`src/sv/slr_pkg.sv`:
```
// Shared types and constants for the styled line rasterizer.
// Used by every module of the block; depends on nothing.
package slr_pkg;

    localparam int COORD_BITS = 12;
    localparam int ERR_BITS   = COORD_BITS + 3;
    localparam int CFG_BITS   = 8;
    localparam int STYLE_BITS = 2;
    localparam int PAT_BITS   = CFG_BITS + 1;
    localparam int IDX_BITS   = 2;

    localparam logic OP_START = 1'b0;
    localparam logic OP_STEP  = 1'b1;

    localparam logic [STYLE_BITS-1:0] STYLE_SOLID  = 2'd0;
    localparam logic [STYLE_BITS-1:0] STYLE_DOTTED = 2'd1;
    localparam logic [STYLE_BITS-1:0] STYLE_DASHED = 2'd2;

    localparam logic [IDX_BITS-1:0] REG_LINE_STYLE  = 2'd0;
    localparam logic [IDX_BITS-1:0] REG_DASH_LENGTH = 2'd1;
    localparam logic [IDX_BITS-1:0] REG_GAP_LENGTH  = 2'd2;
    localparam logic [IDX_BITS-1:0] REG_DOT_PERIOD  = 2'd3;

    localparam logic [STYLE_BITS-1:0] LINE_STYLE_RST  = STYLE_SOLID;
    localparam logic [CFG_BITS-1:0]   DASH_LENGTH_RST = 8'd8;
    localparam logic [CFG_BITS-1:0]   GAP_LENGTH_RST  = 8'd12;
    localparam logic [CFG_BITS-1:0]   DOT_PERIOD_RST  = 8'd8;

    typedef struct packed {
        logic                         op;
        logic signed [COORD_BITS-1:0] start_x;
        logic signed [COORD_BITS-1:0] start_y;
        logic signed [COORD_BITS-1:0] end_x;
        logic signed [COORD_BITS-1:0] end_y;
    } in_item_t;

    typedef struct packed {
        logic signed [COORD_BITS-1:0] pixel_x;
        logic signed [COORD_BITS-1:0] pixel_y;
        logic                         drawn;
        logic                         last;
    } out_item_t;

    typedef struct packed {
        logic [STYLE_BITS-1:0] line_style;
        logic [CFG_BITS-1:0]   dash_length;
        logic [CFG_BITS-1:0]   gap_length;
        logic [CFG_BITS-1:0]   dot_period;
    } cfg_t;

    typedef struct packed {
        logic start;
        logic step;
    } cmd_t;

endpackage

```
`src/sv/styled_line_rasterizer_top.sv`:
```
// Top level of the styled line rasterizer: input register, configuration
// registers, line stepper, style pattern and output register.
// Depends on slr_pkg, slr_stepper and slr_pattern.
//
// Channel  Direction  Handshake               Payload
// in       input      in_valid / in_stall     slr_pkg::in_item_t
// out      output     out_valid / out_stall   slr_pkg::out_item_t
// cfg      input      cfg_we (no wait)        cfg_index, cfg_data
//
// One item is taken every cycle while in_stall is low; a step item passes through
// the input register and then the result register, where its point is held and
// can be taken at the next edge. The stepper and pattern state update once per item.
// Reset clears all line state and loads the register defaults.
// A stalled output holds its point, and a step item then waits in the input
// register; start items and steps while idle pass through regardless.
module styled_line_rasterizer_top (
    input  logic                             clk,
    input  logic                             rst_n,
    input  logic                             in_valid,
    output logic                             in_stall,
    input  slr_pkg::in_item_t                in_item,
    output logic                             out_valid,
    input  logic                             out_stall,
    output slr_pkg::out_item_t               out_item,
    input  logic                             cfg_we,
    input  logic [slr_pkg::IDX_BITS-1:0]     cfg_index,
    input  logic [slr_pkg::CFG_BITS-1:0]     cfg_data
);

    slr_pkg::cfg_t      cfg_reg;
    slr_pkg::cfg_t      cfg_next;
    slr_pkg::in_item_t  item_reg;
    logic               item_valid_reg;
    logic               item_valid_next;
    slr_pkg::out_item_t out_reg;
    logic               out_valid_reg;
    logic               out_valid_next;
    slr_pkg::cmd_t      cmd;

    logic                                  active;
    logic signed [slr_pkg::COORD_BITS-1:0] pixel_x;
    logic signed [slr_pkg::COORD_BITS-1:0] pixel_y;
    logic                                  last;
    logic                                  drawn;
    logic                                  is_start;
    logic                                  is_step;
    logic                                  advance;
    logic                                  take_in;

    assign is_start = (item_reg.op == slr_pkg::OP_START);
    assign is_step  = (item_reg.op == slr_pkg::OP_STEP) && active;
    assign advance  = item_valid_reg && (!is_step || !out_valid_reg || !out_stall);
    assign in_stall = item_valid_reg && !advance;
    assign take_in  = in_valid && !in_stall;

    assign cmd.start = advance && is_start;
    assign cmd.step  = advance && is_step;

    assign item_valid_next = take_in ? 1'b1 : (advance ? 1'b0 : item_valid_reg);
    assign out_valid_next  = cmd.step ? 1'b1 : (out_stall ? out_valid_reg : 1'b0);

    assign out_valid = out_valid_reg;
    assign out_item  = out_reg;

    always_comb
    begin
        cfg_next = cfg_reg;
        if (cfg_we)
        begin
            case (cfg_index)
                slr_pkg::REG_LINE_STYLE:
                begin
                    cfg_next.line_style = cfg_data[slr_pkg::STYLE_BITS-1:0];
                end
                slr_pkg::REG_DASH_LENGTH:
                begin
                    cfg_next.dash_length = cfg_data;
                end
                slr_pkg::REG_GAP_LENGTH:
                begin
                    cfg_next.gap_length = cfg_data;
                end
                slr_pkg::REG_DOT_PERIOD:
                begin
                    cfg_next.dot_period = cfg_data;
                end
                default:
                begin
                    cfg_next = cfg_reg;
                end
            endcase
        end
    end

    slr_stepper u_stepper (
        .clk     (clk),
        .rst_n   (rst_n),
        .cmd     (cmd),
        .item    (item_reg),
        .active  (active),
        .pixel_x (pixel_x),
        .pixel_y (pixel_y),
        .last    (last)
    );

    slr_pattern u_pattern (
        .clk   (clk),
        .rst_n (rst_n),
        .cfg   (cfg_reg),
        .cmd   (cmd),
        .drawn (drawn)
    );

    always_ff @(posedge clk or negedge rst_n)
    begin
        if (!rst_n)
        begin
            cfg_reg.line_style  <= slr_pkg::LINE_STYLE_RST;
            cfg_reg.dash_length <= slr_pkg::DASH_LENGTH_RST;
            cfg_reg.gap_length  <= slr_pkg::GAP_LENGTH_RST;
            cfg_reg.dot_period  <= slr_pkg::DOT_PERIOD_RST;
            item_valid_reg      <= 1'b0;
            out_valid_reg       <= 1'b0;
        end
        else
        begin
            cfg_reg        <= cfg_next;
            item_valid_reg <= item_valid_next;
            out_valid_reg  <= out_valid_next;
        end
    end

    always_ff @(posedge clk)
    begin
        if (take_in)
        begin
            item_reg <= in_item;
        end
        if (cmd.step)
        begin
            out_reg.pixel_x <= pixel_x;
            out_reg.pixel_y <= pixel_y;
            out_reg.drawn   <= drawn;
            out_reg.last    <= last;
        end
    end

endmodule

```
`src/sv/slr_pattern.sv`:
```
// Line style pattern counter and drawn flag for the styled line rasterizer.
// Depends on slr_pkg.
module slr_pattern (
    input  logic          clk,
    input  logic          rst_n,
    input  slr_pkg::cfg_t cfg,
    input  slr_pkg::cmd_t cmd,
    output logic          drawn
);

    logic [slr_pkg::PAT_BITS-1:0] count_reg;
    logic [slr_pkg::PAT_BITS-1:0] count_next;
    logic [slr_pkg::PAT_BITS-1:0] period;
    logic [slr_pkg::PAT_BITS:0]   count_inc;
    logic                         counting;

    assign count_inc = {1'b0, count_reg} + 1'b1;

    always_comb
    begin
        period   = '0;
        counting = 1'b0;
        drawn    = 1'b1;
        case (cfg.line_style)
            slr_pkg::STYLE_DOTTED:
            begin
                counting = 1'b1;
                period   = {1'b0, cfg.dot_period};
                drawn    = (count_reg == '0);
            end
            slr_pkg::STYLE_DASHED:
            begin
                counting = 1'b1;
                period   = {1'b0, cfg.dash_length} + {1'b0, cfg.gap_length};
                drawn    = (count_reg < {1'b0, cfg.dash_length});
            end
            default:
            begin
                counting = 1'b0;
                drawn    = 1'b1;
            end
        endcase
        if (period == '0)
        begin
            period = {{(slr_pkg::PAT_BITS-1){1'b0}}, 1'b1};
        end
    end

    always_comb
    begin
        count_next = count_reg;
        if (cmd.start)
        begin
            count_next = '0;
        end
        else if (cmd.step && counting)
        begin
            if (count_inc >= {1'b0, period})
            begin
                count_next = '0;
            end
            else
            begin
                count_next = count_inc[slr_pkg::PAT_BITS-1:0];
            end
        end
    end

    always_ff @(posedge clk or negedge rst_n)
    begin
        if (!rst_n)
        begin
            count_reg <= '0;
        end
        else
        begin
            count_reg <= count_next;
        end
    end

endmodule

```
`src/sv/slr_stepper.sv`:
```
// Bresenham line state: setup on a start item and one point per step item.
// Depends on slr_pkg.
module slr_stepper (
    input  logic                                 clk,
    input  logic                                 rst_n,
    input  slr_pkg::cmd_t                        cmd,
    input  slr_pkg::in_item_t                    item,
    output logic                                 active,
    output logic signed [slr_pkg::COORD_BITS-1:0] pixel_x,
    output logic signed [slr_pkg::COORD_BITS-1:0] pixel_y,
    output logic                                 last
);

    localparam int C = slr_pkg::COORD_BITS;
    localparam int E = slr_pkg::ERR_BITS;

    logic                active_reg;
    logic                active_next;
    logic signed [C-1:0] cur_x_reg;
    logic signed [C-1:0] cur_x_next;
    logic signed [C-1:0] cur_y_reg;
    logic signed [C-1:0] cur_y_next;
    logic signed [E-1:0] err_reg;
    logic signed [E-1:0] err_next;
    logic [C-1:0]        long_reg;
    logic [C-1:0]        long_next;
    logic [C-1:0]        short_reg;
    logic [C-1:0]        short_next;
    logic signed [1:0]   step_x_reg;
    logic signed [1:0]   step_x_next;
    logic signed [1:0]   step_y_reg;
    logic signed [1:0]   step_y_next;
    logic                swapped_reg;
    logic                swapped_next;
    logic [C-1:0]        steps_left_reg;
    logic [C-1:0]        steps_left_next;

    logic signed [C:0]   dx;
    logic signed [C:0]   dy;
    logic [C-1:0]        adx;
    logic [C-1:0]        ady;
    logic                swap_new;
    logic [C-1:0]        long_new;
    logic [C-1:0]        short_new;
    logic signed [C-1:0] inc_x;
    logic signed [C-1:0] inc_y;
    logic signed [E-1:0] two_short;
    logic signed [E-1:0] two_long;
    logic signed [E-1:0] err_adj;

    assign dx  = {item.end_x[C-1], item.end_x} - {item.start_x[C-1], item.start_x};
    assign dy  = {item.end_y[C-1], item.end_y} - {item.start_y[C-1], item.start_y};
    assign adx = dx[C] ? C'(-dx) : dx[C-1:0];
    assign ady = dy[C] ? C'(-dy) : dy[C-1:0];

    assign swap_new  = (ady > adx);
    assign long_new  = swap_new ? ady : adx;
    assign short_new = swap_new ? adx : ady;

    assign inc_x     = {{(C-2){step_x_reg[1]}}, step_x_reg};
    assign inc_y     = {{(C-2){step_y_reg[1]}}, step_y_reg};
    assign two_short = $signed({2'b00, short_reg, 1'b0});
    assign two_long  = $signed({2'b00, long_reg, 1'b0});
    assign err_adj   = err_reg[E-1] ? err_reg : err_reg - two_long;

    assign active  = active_reg;
    assign pixel_x = cur_x_reg;
    assign pixel_y = cur_y_reg;
    assign last    = (steps_left_reg == '0);

    always_comb
    begin
        active_next     = active_reg;
        cur_x_next      = cur_x_reg;
        cur_y_next      = cur_y_reg;
        err_next        = err_reg;
        long_next       = long_reg;
        short_next      = short_reg;
        step_x_next     = step_x_reg;
        step_y_next     = step_y_reg;
        swapped_next    = swapped_reg;
        steps_left_next = steps_left_reg;
        if (cmd.start)
        begin
            active_next     = 1'b1;
            cur_x_next      = item.start_x;
            cur_y_next      = item.start_y;
            long_next       = long_new;
            short_next      = short_new;
            swapped_next    = swap_new;
            steps_left_next = long_new;
            step_x_next     = dx[C] ? 2'sb11 : ((dx != '0) ? 2'sb01 : 2'sb00);
            step_y_next     = dy[C] ? 2'sb11 : ((dy != '0) ? 2'sb01 : 2'sb00);
            err_next        = $signed({2'b00, short_new, 1'b0})
                              - $signed({3'b000, long_new});
        end
        else if (cmd.step)
        begin
            if (last)
            begin
                active_next = 1'b0;
            end
            else
            begin
                if (!err_reg[E-1])
                begin
                    if (swapped_reg)
                    begin
                        cur_x_next = cur_x_reg + inc_x;
                    end
                    else
                    begin
                        cur_y_next = cur_y_reg + inc_y;
                    end
                end
                if (swapped_reg)
                begin
                    cur_y_next = (!err_reg[E-1] && !swapped_reg) ? cur_y_reg : cur_y_reg + inc_y;
                end
                else
                begin
                    cur_x_next = cur_x_reg + inc_x;
                end
                err_next        = err_adj + two_short;
                steps_left_next = steps_left_reg - 1'b1;
            end
        end
    end

    always_ff @(posedge clk or negedge rst_n)
    begin
        if (!rst_n)
        begin
            active_reg     <= 1'b0;
            cur_x_reg      <= '0;
            cur_y_reg      <= '0;
            err_reg        <= '0;
            long_reg       <= '0;
            short_reg      <= '0;
            step_x_reg     <= '0;
            step_y_reg     <= '0;
            swapped_reg    <= 1'b0;
            steps_left_reg <= '0;
        end
        else
        begin
            active_reg     <= active_next;
            cur_x_reg      <= cur_x_next;
            cur_y_reg      <= cur_y_next;
            err_reg        <= err_next;
            long_reg       <= long_next;
            short_reg      <= short_next;
            step_x_reg     <= step_x_next;
            step_y_reg     <= step_y_next;
            swapped_reg    <= swapped_next;
            steps_left_reg <= steps_left_next;
        end
    end

endmodule

```
`config.mk`:
```
export PLATFORM = sky130hd
export DESIGN_NAME = styled_line_rasterizer_top
export DESIGN_NICKNAME = d
export VERILOG_FILES = /design/src/sv/slr_pkg.sv /design/src/sv/styled_line_rasterizer_top.sv /design/src/sv/slr_pattern.sv /design/src/sv/slr_stepper.sv
export SDC_FILE = /design/constraint.sdc
export NUM_CORES = 1
export LEC_CHECK = 0
export BUFFER_PORTS_ARGS = -buffer_cell sky130_fd_sc_hd__clkbuf_2
export CAP_MARGIN = 20
export CORE_MARGIN = 2
export CORE_UTILIZATION = 30
export DETAILED_ROUTE_END_ITERATION = 8
export PLACE_DENSITY = 0.57
export SYNTH_ARGS = -nofsm -noshare
export SYNTH_HDL_FRONTEND = slang
export SYNTH_HIERARCHICAL = 1
export SYNTH_SLANG_ARGS = --single-unit
```
`constraint.sdc`:
```
create_clock -name clk -period 6.9 [get_ports clk]
set_clock_uncertainty 0.2 [all_clocks]
set_input_delay 0.69 -clock clk [delete_from_list [all_inputs] [get_ports clk]]
set_output_delay 0.69 -clock clk [all_outputs]
set_load 0.01 [all_outputs]
```
==> flow_summary.toml <==
[pwr]
p_comb_share_pct = 65.3
pwr-share-clk_pct = 12.6
peakVddDrop_uv = 272.2
powerDensity_nw_per_um2 = 486.0
netSwitchingPower_mw = 3.332
leakagePower_nw = 6.960
p_sw_share_pct = 42.76
seq_power_share_pct = 22.1
p_int_mw = 4.461

[flow_run]
maxCapViolations = 0

[final_layout]
n_antenna_cell = 0
area_growth_pct = 21.17
drive_gt1_share_pct = 24.53
fillers = 4316
largest_register_ffs = 49
fin_nets = 1720
multiInputGateArea_um2 = 7737
regArea_um2 = 5185
final_util_pct = 37.06

[global_route]
grt_pass1_wl_mm = 54.40
grt_pass1_vias = 10435
grt_max_degree = 69
grtUsageTotal_pct = 14.79
antenna_found_initial = 0
grt-ovfl-total = 0

[logic_synthesis]
yosysTopAreaCellShare_pct = 21.37
avgSynthCellArea_um2 = 9.912
yosys_warnings = 6
synth_flop_cell = "dfrtp_1"
ys_types = 96
synthTopCellsByCount = "120 x ha_1, 113 x dfrtp_1, 110 x inv_1"
ys_ff_latch = 192
yosysMostFrequentCell = "ha_1"
yosys.area.top_type = "dfrtp_1"
synth_area_um2 = 13230
yosys-top-cells-area = "dfrtp_1 21%, edfxtp_1 17%, ha_1 11%"
syn_inst = 1335
synthArstFlopShare_pct = 60.94
synth-edff-count = 75
syn_nets = 1527
ys_seq_area_share_pct = 39.18

[floorplan]
die_area_um2 = 45800
die_w_um = 214.0
ios = 92
start_util_pct = 30.58
die_h_um = 214.0
coreArea_um2 = 43270
rows = 76

[clock_network]
cts_root_buf = "clkbuf_16"
cts.clk_slew.worst_paths_ns = 0.08
clk_latency_ns = 0.47
cts_buffer_depth = 2
cts_tree = "built"
cts.sinks = 192
cts-htree-levels = 4
cts_buffers = 17

[detailed_routing]
wl_per_cell_um = 15.66
ant_nets = 0
vias = 10444
drc = 0
vias_per_cell = 4.913
firstDrtPassIters = 5
wirelength_mm = 33.30
drtIter0Drc = 727

[timing]
final.min_clock_period_ns = 6.852
max-slew-margin-rel_pct = 37.68
timing.final.ws_setup_ns = 0.04841
fin_setup_tns_ns = 0
finalMaxSlewViolations = 0
rsz0062_at_grt = "yes"
hold_viol = 0
fmax_ghz = 0.1460
period_share_pct = 99.30
finalSetupViolations = 0
holdWs_ns = 0.06701
worstMarginPinSlew_ns = 0.9337

[place]
dp_hpwl_mm = 24.86
pre_cts_ws_ns = -0.1146
port-buffer-count = 91
gp_congestion = 0.8823

[worst_setup_path]
startpoint_type = "register"
path_max_fanout = 4
cpPeakStageDelay_ns = 0.41
crit_family = "compound AO/OA/AOI/OAI gates"
path_common_cell = "a21oi_2"
cp_slowest_cell = "o32a_1"
cp-end-kind = "register"
path_buf_inv = 4
crit_required_ns = 7.05
critPathKind = "reg -> reg"
crit_arrival_ns = 7.00

[run_status]
outcome = "complete, no violations"

[hold_path]
hp-class = "in -> async"
worst paths after layout:
kind                                                    from  slack (ns)                                  to  depth (start not counted)
max                                    item_reg[0]$_DFFE_PP_        0.05   u_stepper/err_reg[12]$_DFFE_PN0P_                         32
min                                                    rst_n        0.07    u_stepper/pixel_y[6]$_DFFE_PN0P_                          1
max in group asynchronous                              rst_n        5.05  u_stepper/short_reg[9]$_DFFE_PN0P_                          2
min reg2reg                u_stepper/pixel_x[11]$_DFFE_PN0P_        0.28              out_item[25]$_DFFE_PP_                          0
min in group clk                                 in_item[39]        0.19              item_reg[39]$_DFFE_PP_                          1
max reg2reg                            item_reg[0]$_DFFE_PP_        0.05   u_stepper/err_reg[12]$_DFFE_PN0P_                         32
per-layer routing:
layer	up-vias	wire length [um]	part of all wire [%]	track usage [%]
li1	5190	-	-	-
met1	5026	15780	47	19.95
met2	194	15650	47	23.92
met3	34	1294	3.9	2.752
met4	0	574	1.7	4.779
met5	-	0	0	0
per-stage QoR:
stage	cells	instance area [um^2]	power [mW]
after floorplan	1335	13280	5.123
after global placement	2069	15030	6.311
after detailed placement	2069	15030	6.405
after CTS	2112	15730	7.501
after global routing	2126	16030	8.504
final	2126	16030	7.793
cell usage in the layout, fill, tap and decap left out, types with 7 or more instances in the layout:
cell type	synthesis	layout
clkbuf_16	0	17
ha_1	120	114
nor2b_1	11	9
nor2_1	72	69
nand2_1	98	96
buf_4	0	117
nand3b_1	7	7
o31ai_1	9	9
o21ai_0	95	84
a211oi_1	17	17
clkbuf_2	0	90
xnor2_1	72	71
nor4_1	7	7
o211ai_1	7	7
o21a_1	13	12
and2_1	8	8
and3_1	7	7
a21oi_1	104	92
edfxtp_1	75	75
nor3_1	12	12
a21oi_2	2	11
mux2i_1	27	26
mux2_2	41	40
inv_1	110	107
o21ai_1	8	14
a21o_1	28	28
o21bai_1	26	26
a21boi_0	8	8
dfrtp_1	113	113
nand2b_1	15	15
nand3_1	19	19
or2_2	10	10
a31oi_1	12	11
xor2_1	35	33
cells by family (layout without fill, tap and decap cells):
kind of cell	after synthesis	in the layout	synth area share (%)
and+or+nand+nor	297	297	11.13
xor gates and xnor gates	108	108	7.205
DFF	192	192	39.18
buffers and inverters	148	354	4.482
adders and majority gates	133	133	12.97
muxes	68	68	5.531
AOI/OAI and AO/OA	389	389	19.50
power by group through the flow:
stage	clock (mW)	combinational (mW)	sequential, mW
after floorplan	0	3.43	1.69
after global placement	0	4.57	1.74
after detailed placement	0	4.66	1.75
after CTS	1.02	4.76	1.73
after global routing	1.07	5.67	1.77
final	0.982	5.09	1.72
timing repair:
action,CTS,global route
pin swaps,14,49
cloned,0,0
resized for setup,13,48
endpoints found under the setup margin,2,7
hold buffers,0,0
endpoints found under the hold margin,0,0
buffers inserted,11,14
final cells by class:
class                      count  share of cell area, %
clock buffer                  17                  2.653
clock inverter                15                 0.8974
inverter                     110                  2.575
multi-input combinational    995                  48.26
sequential                   192                  32.34
tap                          585                  4.565
timing repair buffer         212                  8.716
Note: power is estimated with default switching activity, not from simulation.
